--- src/rtl/status_led_blink_code_sequencer_macros.svh ---
// Assertion macros used by the blink code sequencer core.
`ifndef STATUS_LED_BLINK_CODE_SEQUENCER_MACROS_SVH
`define STATUS_LED_BLINK_CODE_SEQUENCER_MACROS_SVH

// Check a property on every rising clock edge outside of reset.
`define SLBCS_ASSERT(label, clk, rstn, prop, msg) \
    label: assert property (@(posedge clk) disable iff (!(rstn)) (prop)) else $error(msg);

// Check a property on every rising clock edge, reset included.
`define SLBCS_ASSERT_ALWAYS(label, clk, prop, msg) \
    label: assert property (@(posedge clk) (prop)) else $error(msg);

`endif

--- src/rtl/slbcs_pkg.sv ---
// Types, codes and segment helpers of the status LED blink code sequencer.
`timescale 1ns / 1ps
`default_nettype none

package slbcs_pkg;

    // Sequence phases
    typedef enum logic [2:0] {
        PH_IDLE = 3'd0,
        PH_SRC  = 3'd1,
        PH_GAP1 = 3'd2,
        PH_CODE = 3'd3,
        PH_GAP2 = 3'd4
    } phase_t;

    // Item operation codes; the fourth code is ignored
    typedef enum logic [1:0] {
        OP_TICK    = 2'd0,
        OP_REQUEST = 2'd1,
        OP_OFF     = 2'd2
    } op_t;

    // Configuration register indexes
    typedef enum logic [1:0] {
        CFG_ACTIVE_LOW  = 2'd0,
        CFG_SC_GAP      = 2'd1,
        CFG_ROUND_GAP   = 2'd2,
        CFG_ROUND_TOTAL = 2'd3
    } cfg_idx_t;

    localparam int unsigned CFG_IDX_W  = 2;
    localparam int unsigned CFG_DATA_W = 12;

    localparam logic [11:0] SC_GAP_RESET      = 12'd500;
    localparam logic [11:0] ROUND_GAP_RESET   = 12'd1500;
    localparam logic [3:0]  ROUND_TOTAL_RESET = 4'd2;

    typedef struct packed {
        logic        active_low;
        logic [11:0] sc_gap;
        logic [11:0] round_gap;
        logic [3:0]  round_total;
    } cfg_t;

    typedef struct packed {
        phase_t      phase;
        logic [11:0] timer;
        logic [3:0]  blink;
        logic        led;
        logic [3:0]  round;
        logic [3:0]  src;
        logic [3:0]  code;
        logic [9:0]  half_period;
        logic        inf;
    } state_t;

    localparam state_t STATE_RESET = '{
        phase: PH_IDLE, timer: 12'd0, blink: 4'd0, led: 1'b0, round: 4'd0,
        src: 4'd0, code: 4'd0, half_period: 10'd0, inf: 1'b0
    };

    typedef struct packed {
        logic led_pin;
        logic busy;
        logic skipped;
    } result_t;

    // A zero length lasts one tick
    function automatic logic [11:0] at_least_one(logic [11:0] d);
        return (d == 12'd0) ? 12'd1 : d;
    endfunction

    function automatic logic [11:0] half_len(state_t s);
        return at_least_one({2'b00, s.half_period});
    endfunction

    function automatic state_t go_idle(state_t s);
        state_t r;
        r = s;
        r.phase = PH_IDLE;
        r.timer = 12'd0;
        r.blink = 4'd0;
        r.led   = 1'b0;
        return r;
    endfunction

    function automatic state_t go_gap1(state_t s, logic [11:0] gap);
        state_t r;
        r = s;
        r.phase = PH_GAP1;
        r.led   = 1'b0;
        r.timer = at_least_one(gap);
        return r;
    endfunction

    function automatic state_t go_gap2(state_t s, logic [11:0] gap);
        state_t r;
        r = s;
        r.phase = PH_GAP2;
        r.led   = 1'b0;
        r.timer = at_least_one(gap);
        return r;
    endfunction

    // Start the code blinks, or skip straight to the round gap when empty
    function automatic state_t go_code(state_t s, logic [11:0] gap2);
        state_t r;
        r = s;
        if (s.code == 4'd0) begin
            r = go_gap2(s, gap2);
        end else begin
            r.phase = PH_CODE;
            r.blink = 4'd0;
            r.led   = 1'b1;
            r.timer = half_len(s);
        end
        return r;
    endfunction

    // Start a round with the source blinks, or the first gap when empty
    function automatic state_t go_round(state_t s, logic [11:0] gap1);
        state_t r;
        r = s;
        if (s.src == 4'd0) begin
            r = go_gap1(s, gap1);
        end else begin
            r.phase = PH_SRC;
            r.blink = 4'd0;
            r.led   = 1'b1;
            r.timer = half_len(s);
        end
        return r;
    endfunction

endpackage

`default_nettype wire

--- src/rtl/slbcs_core.sv ---
// Blink sequence state and its one-pass next-state logic.
`timescale 1ns / 1ps
`default_nettype none

module slbcs_core (
    input  wire logic              aclk,
    input  wire logic              aresetn,
    input  wire logic              fire,
    input  wire logic [1:0]        op,
    input  wire logic [3:0]        source_count,
    input  wire logic [3:0]        code_count,
    input  wire logic [9:0]        half_period_ms,
    input  wire logic              infinite,
    input  wire slbcs_pkg::cfg_t   cfg,
    output slbcs_pkg::result_t     result
);
    import slbcs_pkg::*;

    state_t     state_reg;
    state_t     state_next;
    logic       skipped;
    logic [3:0] count;
    logic [3:0] blink_inc;
    logic [3:0] round_inc;
    logic [3:0] round_lim;

    // Compute the state after this item
    always_comb begin
        state_next = state_reg;
        skipped    = 1'b0;
        count      = (state_reg.phase == PH_SRC) ? state_reg.src : state_reg.code;
        blink_inc  = state_reg.blink + 4'd1;
        round_inc  = state_reg.round + 4'd1;
        round_lim  = (cfg.round_total == 4'd0) ? 4'd1 : cfg.round_total;
        case (op)
            OP_TICK: begin
                if (state_reg.phase != PH_IDLE) begin
                    if (state_reg.timer > 12'd1) begin
                        state_next.timer = state_reg.timer - 12'd1;
                    end else begin
                        case (state_reg.phase)
                            PH_SRC, PH_CODE: begin
                                if (state_reg.led) begin
                                    state_next.led   = 1'b0;
                                    state_next.timer = half_len(state_reg);
                                end else begin
                                    state_next.blink = blink_inc;
                                    if (blink_inc < count) begin
                                        state_next.led   = 1'b1;
                                        state_next.timer = half_len(state_reg);
                                    end else if (state_reg.phase == PH_SRC) begin
                                        state_next = go_gap1(state_next, cfg.sc_gap);
                                    end else begin
                                        state_next = go_gap2(state_next, cfg.round_gap);
                                    end
                                end
                            end
                            PH_GAP1: begin
                                state_next = go_code(state_reg, cfg.round_gap);
                            end
                            PH_GAP2: begin
                                if (!state_reg.inf) begin
                                    state_next.round = round_inc;
                                    if (round_inc >= round_lim) begin
                                        state_next = go_idle(state_next);
                                    end else begin
                                        state_next = go_round(state_next, cfg.sc_gap);
                                    end
                                end else begin
                                    state_next = go_round(state_reg, cfg.sc_gap);
                                end
                            end
                            default: begin
                                state_next = go_idle(state_reg);
                            end
                        endcase
                    end
                end
            end
            OP_REQUEST: begin
                if (state_reg.phase != PH_IDLE) begin
                    skipped = 1'b1;
                end else begin
                    state_next.src         = source_count;
                    state_next.code        = code_count;
                    state_next.half_period = half_period_ms;
                    state_next.inf         = infinite;
                    state_next.round       = 4'd0;
                    state_next             = go_round(state_next, cfg.sc_gap);
                end
            end
            OP_OFF: begin
                state_next = go_idle(state_reg);
            end
            default: begin
                state_next = state_reg;
            end
        endcase
    end

    // Hold the sequence state; advance once per item
    always_ff @(posedge aclk) begin
        if (!aresetn) begin
            state_reg <= STATE_RESET;
        end else if (fire) begin
            state_reg <= state_next;
        end
    end

    // Drive the result of this item
    always_comb begin
        result.led_pin = state_next.led ^ cfg.active_low;
        result.busy    = (state_next.phase != PH_IDLE);
        result.skipped = skipped;
    end

`include "status_led_blink_code_sequencer_macros.svh"

    `SLBCS_ASSERT(a_idle_dark, aclk, aresetn, (state_reg.phase == PH_IDLE) |-> (state_reg.timer == 12'd0 && !state_reg.led && state_reg.blink == 4'd0), "idle state with running timer or lit LED")
    `SLBCS_ASSERT(a_hold_no_item, aclk, aresetn, !fire |=> $stable(state_reg), "state changed without an item")
    `SLBCS_ASSERT(a_src_count, aclk, aresetn, (state_reg.phase == PH_SRC) |-> (state_reg.blink < state_reg.src), "source blink count out of range")
    `SLBCS_ASSERT(a_code_count, aclk, aresetn, (state_reg.phase == PH_CODE) |-> (state_reg.blink < state_reg.code), "code blink count out of range")
    `SLBCS_ASSERT(a_held_stable, aclk, aresetn, !(fire && op == OP_REQUEST && state_reg.phase == PH_IDLE) |=> ($stable(state_reg.src) && $stable(state_reg.code) && $stable(state_reg.half_period)), "held request fields changed outside a start")

endmodule

`default_nettype wire

--- src/rtl/status_led_blink_code_sequencer.sv ---
// Status LED blink code sequencer: item and result registers around the sequence core.
//
// Takes one item per clock cycle (tick, start request or force off) and returns one
// result per item: the item is captured in an input register, the sequence core
// computes the next state in a single pass, and the result is held in an output
// register. One more item still enters the input register while a result waits
// for m_ready, so the sustained rate is one item per cycle whenever the result side
// keeps up; the only loop is the core's state update. Configuration writes are always
// taken (cfg_ready stays high) and must only be issued while no item is in flight.
`timescale 1ns / 1ps
`default_nettype none

module status_led_blink_code_sequencer (
    input  wire logic                               aclk,
    input  wire logic                               aresetn,
    input  wire logic                               s_valid,
    output      logic                               s_ready,
    input  wire logic [1:0]                         s_operation,
    input  wire logic [3:0]                         s_source_count,
    input  wire logic [3:0]                         s_code_count,
    input  wire logic [9:0]                         s_half_period_ms,
    input  wire logic                               s_infinite,
    output      logic                               m_valid,
    input  wire logic                               m_ready,
    output      logic                               m_led_pin,
    output      logic                               m_busy_res,
    output      logic                               m_request_skipped,
    input  wire logic                               cfg_valid,
    output      logic                               cfg_ready,
    input  wire logic [slbcs_pkg::CFG_IDX_W-1:0]    cfg_index,
    input  wire logic [slbcs_pkg::CFG_DATA_W-1:0]   cfg_data
);
    import slbcs_pkg::*;

    logic        in_valid_reg;
    logic [1:0]  op_reg;
    logic [3:0]  src_reg;
    logic [3:0]  code_reg;
    logic [9:0]  half_reg;
    logic        inf_reg;
    logic        out_valid_reg;
    result_t     result_reg;
    result_t     result_next;
    cfg_t        cfg_reg;
    logic        advance;

    // Move an item into the result stage when that stage is free or draining
    assign advance = in_valid_reg && (!out_valid_reg || m_ready);
    assign s_ready = !in_valid_reg || advance;

    // Capture the item
    always_ff @(posedge aclk) begin
        if (!aresetn) begin
            in_valid_reg <= 1'b0;
        end else if (s_valid && s_ready) begin
            in_valid_reg <= 1'b1;
        end else if (advance) begin
            in_valid_reg <= 1'b0;
        end
    end

    always_ff @(posedge aclk) begin
        if (s_valid && s_ready) begin
            op_reg   <= s_operation;
            src_reg  <= s_source_count;
            code_reg <= s_code_count;
            half_reg <= s_half_period_ms;
            inf_reg  <= s_infinite;
        end
    end

    slbcs_core u_core (
        .aclk           (aclk),
        .aresetn        (aresetn),
        .fire           (advance),
        .op             (op_reg),
        .source_count   (src_reg),
        .code_count     (code_reg),
        .half_period_ms (half_reg),
        .infinite       (inf_reg),
        .cfg            (cfg_reg),
        .result         (result_next)
    );

    // Hold the result until it is taken
    always_ff @(posedge aclk) begin
        if (!aresetn) begin
            out_valid_reg <= 1'b0;
        end else if (advance) begin
            out_valid_reg <= 1'b1;
        end else if (m_ready) begin
            out_valid_reg <= 1'b0;
        end
    end

    always_ff @(posedge aclk) begin
        if (advance) begin
            result_reg <= result_next;
        end
    end

    assign m_valid           = out_valid_reg;
    assign m_led_pin         = result_reg.led_pin;
    assign m_busy_res        = result_reg.busy;
    assign m_request_skipped = result_reg.skipped;

    // Configuration registers
    assign cfg_ready = 1'b1;

    always_ff @(posedge aclk) begin
        if (!aresetn) begin
            cfg_reg.active_low  <= 1'b0;
            cfg_reg.sc_gap      <= SC_GAP_RESET;
            cfg_reg.round_gap   <= ROUND_GAP_RESET;
            cfg_reg.round_total <= ROUND_TOTAL_RESET;
        end else if (cfg_valid && cfg_ready) begin
            case (cfg_index)
                CFG_ACTIVE_LOW:  cfg_reg.active_low  <= cfg_data[0];
                CFG_SC_GAP:      cfg_reg.sc_gap      <= cfg_data[11:0];
                CFG_ROUND_GAP:   cfg_reg.round_gap   <= cfg_data[11:0];
                CFG_ROUND_TOTAL: cfg_reg.round_total <= cfg_data[3:0];
                default:         cfg_reg             <= cfg_reg;
            endcase
        end
    end

endmodule

`default_nettype wire

--- config.mk ---
export PLATFORM = sky130hd
export DESIGN_NAME = status_led_blink_code_sequencer
export DESIGN_NICKNAME = d
export VERILOG_FILES = /design/src/rtl/slbcs_pkg.sv /design/src/rtl/slbcs_core.sv /design/src/rtl/status_led_blink_code_sequencer.sv
export VERILOG_INCLUDE_DIRS = /design/src /design/src/rtl
export SDC_FILE = /design/constraint.sdc
export NUM_CORES = 1
export LEC_CHECK = 0
export ABC_AREA = 1
export BUFFER_PORTS_ARGS = -buffer_cell sky130_fd_sc_hd__buf_4
export CAP_MARGIN = 25
export CORE_MARGIN = 8
export CORE_UTILIZATION = 35
export CTS_CLUSTER_SIZE = 16
export DETAILED_ROUTE_END_ITERATION = 8
export GPL_TIMING_DRIVEN = 1
export PLACE_DENSITY = 0.56
export SYNTH_ARGS = -nofsm -noshare
export SYNTH_HDL_FRONTEND = slang
export SYNTH_HIERARCHICAL = 1
export SYNTH_SLANG_ARGS = --single-unit
--- constraint.sdc ---
create_clock -name aclk -period 2.25 [get_ports aclk]
set_input_delay 0.45 -clock aclk [delete_from_list [all_inputs] [get_ports aclk]]
set_output_delay 0.45 -clock aclk [all_outputs]
set_load 0.1 [all_outputs]
==> impl_metrics.toml <==
[floorplan]
rows = 46
ios = 46
start_util_pct = 35.71
dieArea_sq_um = 20540
core-area_sq_um = 15890
fp.dieH_microns = 143.3
die_x_microns = 143.3

[synthesis]
synth_top_area_share_pct = 26.11
synth_nets = 868
synthFlopType = "dfxtp_1"
synth_largest_area_cell = "dfxtp_1"
synth_area_sq_um = 5673
ys_types = 46
syn_area_per_cell_sq_um = 6.944
synth.area.top_cells = "dfxtp_1 (26%), edfxtp_1 (13%), nand2_1 (10%)"
synth-async-reset-ratio_pct = 0
seq_area_frac_synth_pct = 38.82
ys_ff_latch = 98
synthCells = 817
ys_warn_count = 6
synth-edff-count = 24

[placement]
dp_hpwl_mm = 13.07
io_buffers = 44
gp_congestion = 0.9601

[final_layout]
fill_cells = 1735
drive_gt1_share_pct = 15.95
final_common_cell = "nand2_1"
syn2layout_area_growth_pct = 19.83
largest_reg_flops = 43
nets = 930
final_cell_mix = "nand2_1 (149), inv_1 (122), nand3_1 (83), buf_4 (83), nor2_1 (80)"
n_antenna_cell = 0

[drt]
wl_mm = 16.94
drc = 0
dr.pass1.iters = 5
vias = 5636
viasPerCell = 5.124
ant_nets = 0
drt-wirelength-per-cell_microns = 15.40
drt_iter0_markers = 404

[timing]
slew_headroom_pct = 60.07
tns_ns = 0
setup_viol = 0
fin_crit_sh_pct = 95.64
min_period_ns = 2.152
worstMarginPinSlew_ns = 0.5935
whs_ns = 0.2697
rsz0062_at_grt = "true"
max_freq_ghz = 0.4647
skew_ns = 0.006928
hold_viol = 0
maxSlewViolCount = 0

[global_routing]
grt_pass1_vias = 5305
gr-total-overflow = 0
grt_max_degree = 31
antenna_found_initial = 0
grt_pass1_wl_mm = 26.96
grt_use_total_pct = 16.81

[setup_path]
cp.required_ns = 2.36
crit_type = "flop to flop"
arrival_ns = 2.26
worstSetupStartpointType = "flop"
reg2reg_setup_slack_ns = 0.1
end_kind = "flop"
path_max_fanout = 3

[power]
p_leak_nw = 3.149
total_power_mw = 4.515
p_per_area_nw_per_um2 = 664.2
ir_worst_vdd_v = 0.0004003

[min_path]
min_path_type = "primary input to flop"

[clocking]
numCtsBuffers = 9
cts_setup_buffers = 0
clock_sinks = 98
cts-root-buf = "clkbuf_16"
clk_pin_slew_worst_paths_ns = 0.07
cts_tree = "yes"
clockBufferDepth = 2
h-tree-depth = 3
clock_latency_ns = 0.35

[run_status]
status = "complete, no violations"

[flow_run]
drv_cap = 0
-- per-layer routing --
metal / track usage [%] / wire [microns]
met1: 21.73 / 7628
met2: 26.76 / 7785
met3: 2.920 / 1031
met4: 7.914 / 498
met5: 0 / 0
-- final timing paths --
| path | cells after the start | end | start |
|---|---|---|---|
| max | 13 | m_busy_res | u_core/state_reg[19] |
| min | 1 | code_reg[1] | s_code_count[1] |
| max reg2reg | 13 | m_busy_res | u_core/state_reg[19] |
| min reg2reg | 2 | cfg_reg[10] | cfg_reg[10] |
-- critical path, cell delays in order (launching register included) --
cell and delay (ns):
dfxtp_2 0.34, ha_4 0.25, ha_4 0.26, inv_1 0.03
o21bai_1 0.12, nand3_1 0.10, nand3_2 0.09, nand2_2 0.08
nand3_1 0.10, nand2_1 0.09, a21oi_1 0.15, nand2_1 0.09
a21oi_1 0.14, nand2_1 0.07
-- per-stage QoR --
stage	utilization [%]	std cells	setup WS, ns	instance area, sq um
3_5_place_dp	40.42	1084	0.04022	6421
2_1_floorplan	-	817	0.01460	5688
5_1_grt	42.79	1100	-0.05808	6798
3_3_place_gp	40.42	1084	0.06617	6421
4_1_cts	42.23	1100	0.02345	6708
6_report	42.79	1100	0.09812	6798
-- kinds of logic (layout without fill, tap and decap cells) --
logic type | count (synthesis) | after routing | share of synthesized area [%]
AOI/OAI and AO/OA | 166 | 166 | 16.10
xor gates and xnor gates | 7 | 7 | 1.081
adders and majority gates | 11 | 11 | 2.426
buffers and inverters | 163 | 230 | 11.76
DFF | 98 | 98 | 38.82
other | 1 | 1 | 0.06610
and+or+nand+nor | 371 | 371 | 29.75
-- synth_stat cells, types with 2 or more instances --
cell	count
a21oi_1	69
a221oi_1	6
a22oi_1	5
a31oi_1	2
buf_2	8
buf_4	4
buf_6	4
clkbuf_1	16
dfxtp_1	74
edfxtp_1	24
ha_1	11
inv_1	123
inv_2	6
nand2_1	151
nand2_2	2
nand3_1	87
nand3_4	3
nand4_1	26
nor2_1	80
nor2_2	2
nor3_1	6
nor4_1	3
o211ai_1	3
o21ai_0	67
o22ai_1	5
o31ai_1	2
or2_1	2
or2_2	3
xnor2_1	3
xor2_1	4
-- power by group --
part	leakage (nW)	internal (mW)	switching [mW]
registers	0.840	1.90	0.0728
clock network	0.139	0.790	0.707
logic	2.17	0.374	0.675
total	3.15	3.06	1.45
-- cell type report --
cell class | instances | area, sq um | area share, %
clock buffers | 10 | 239.0 | 3.516
repair buffers | 84 | 643.1 | 9.461
flip-flops and latches | 98 | 2208 | 32.49
clock inverters | 6 | 47.55 | 0.6994
multi-input cells | 556 | 2902 | 42.68
inverters | 130 | 488.0 | 7.178
well taps | 216 | 270.3 | 3.976
-- repair_timing --
| item | in CTS | in global routing |
|---|---|---|
| hold buffers | 0 | 0 |
| resized for setup | 0 | 18 |
| setup endpoints to repair | 0 | 22 |
| endpoints found under the hold margin | 0 | 0 |
(Power assumes the default switching activity.)
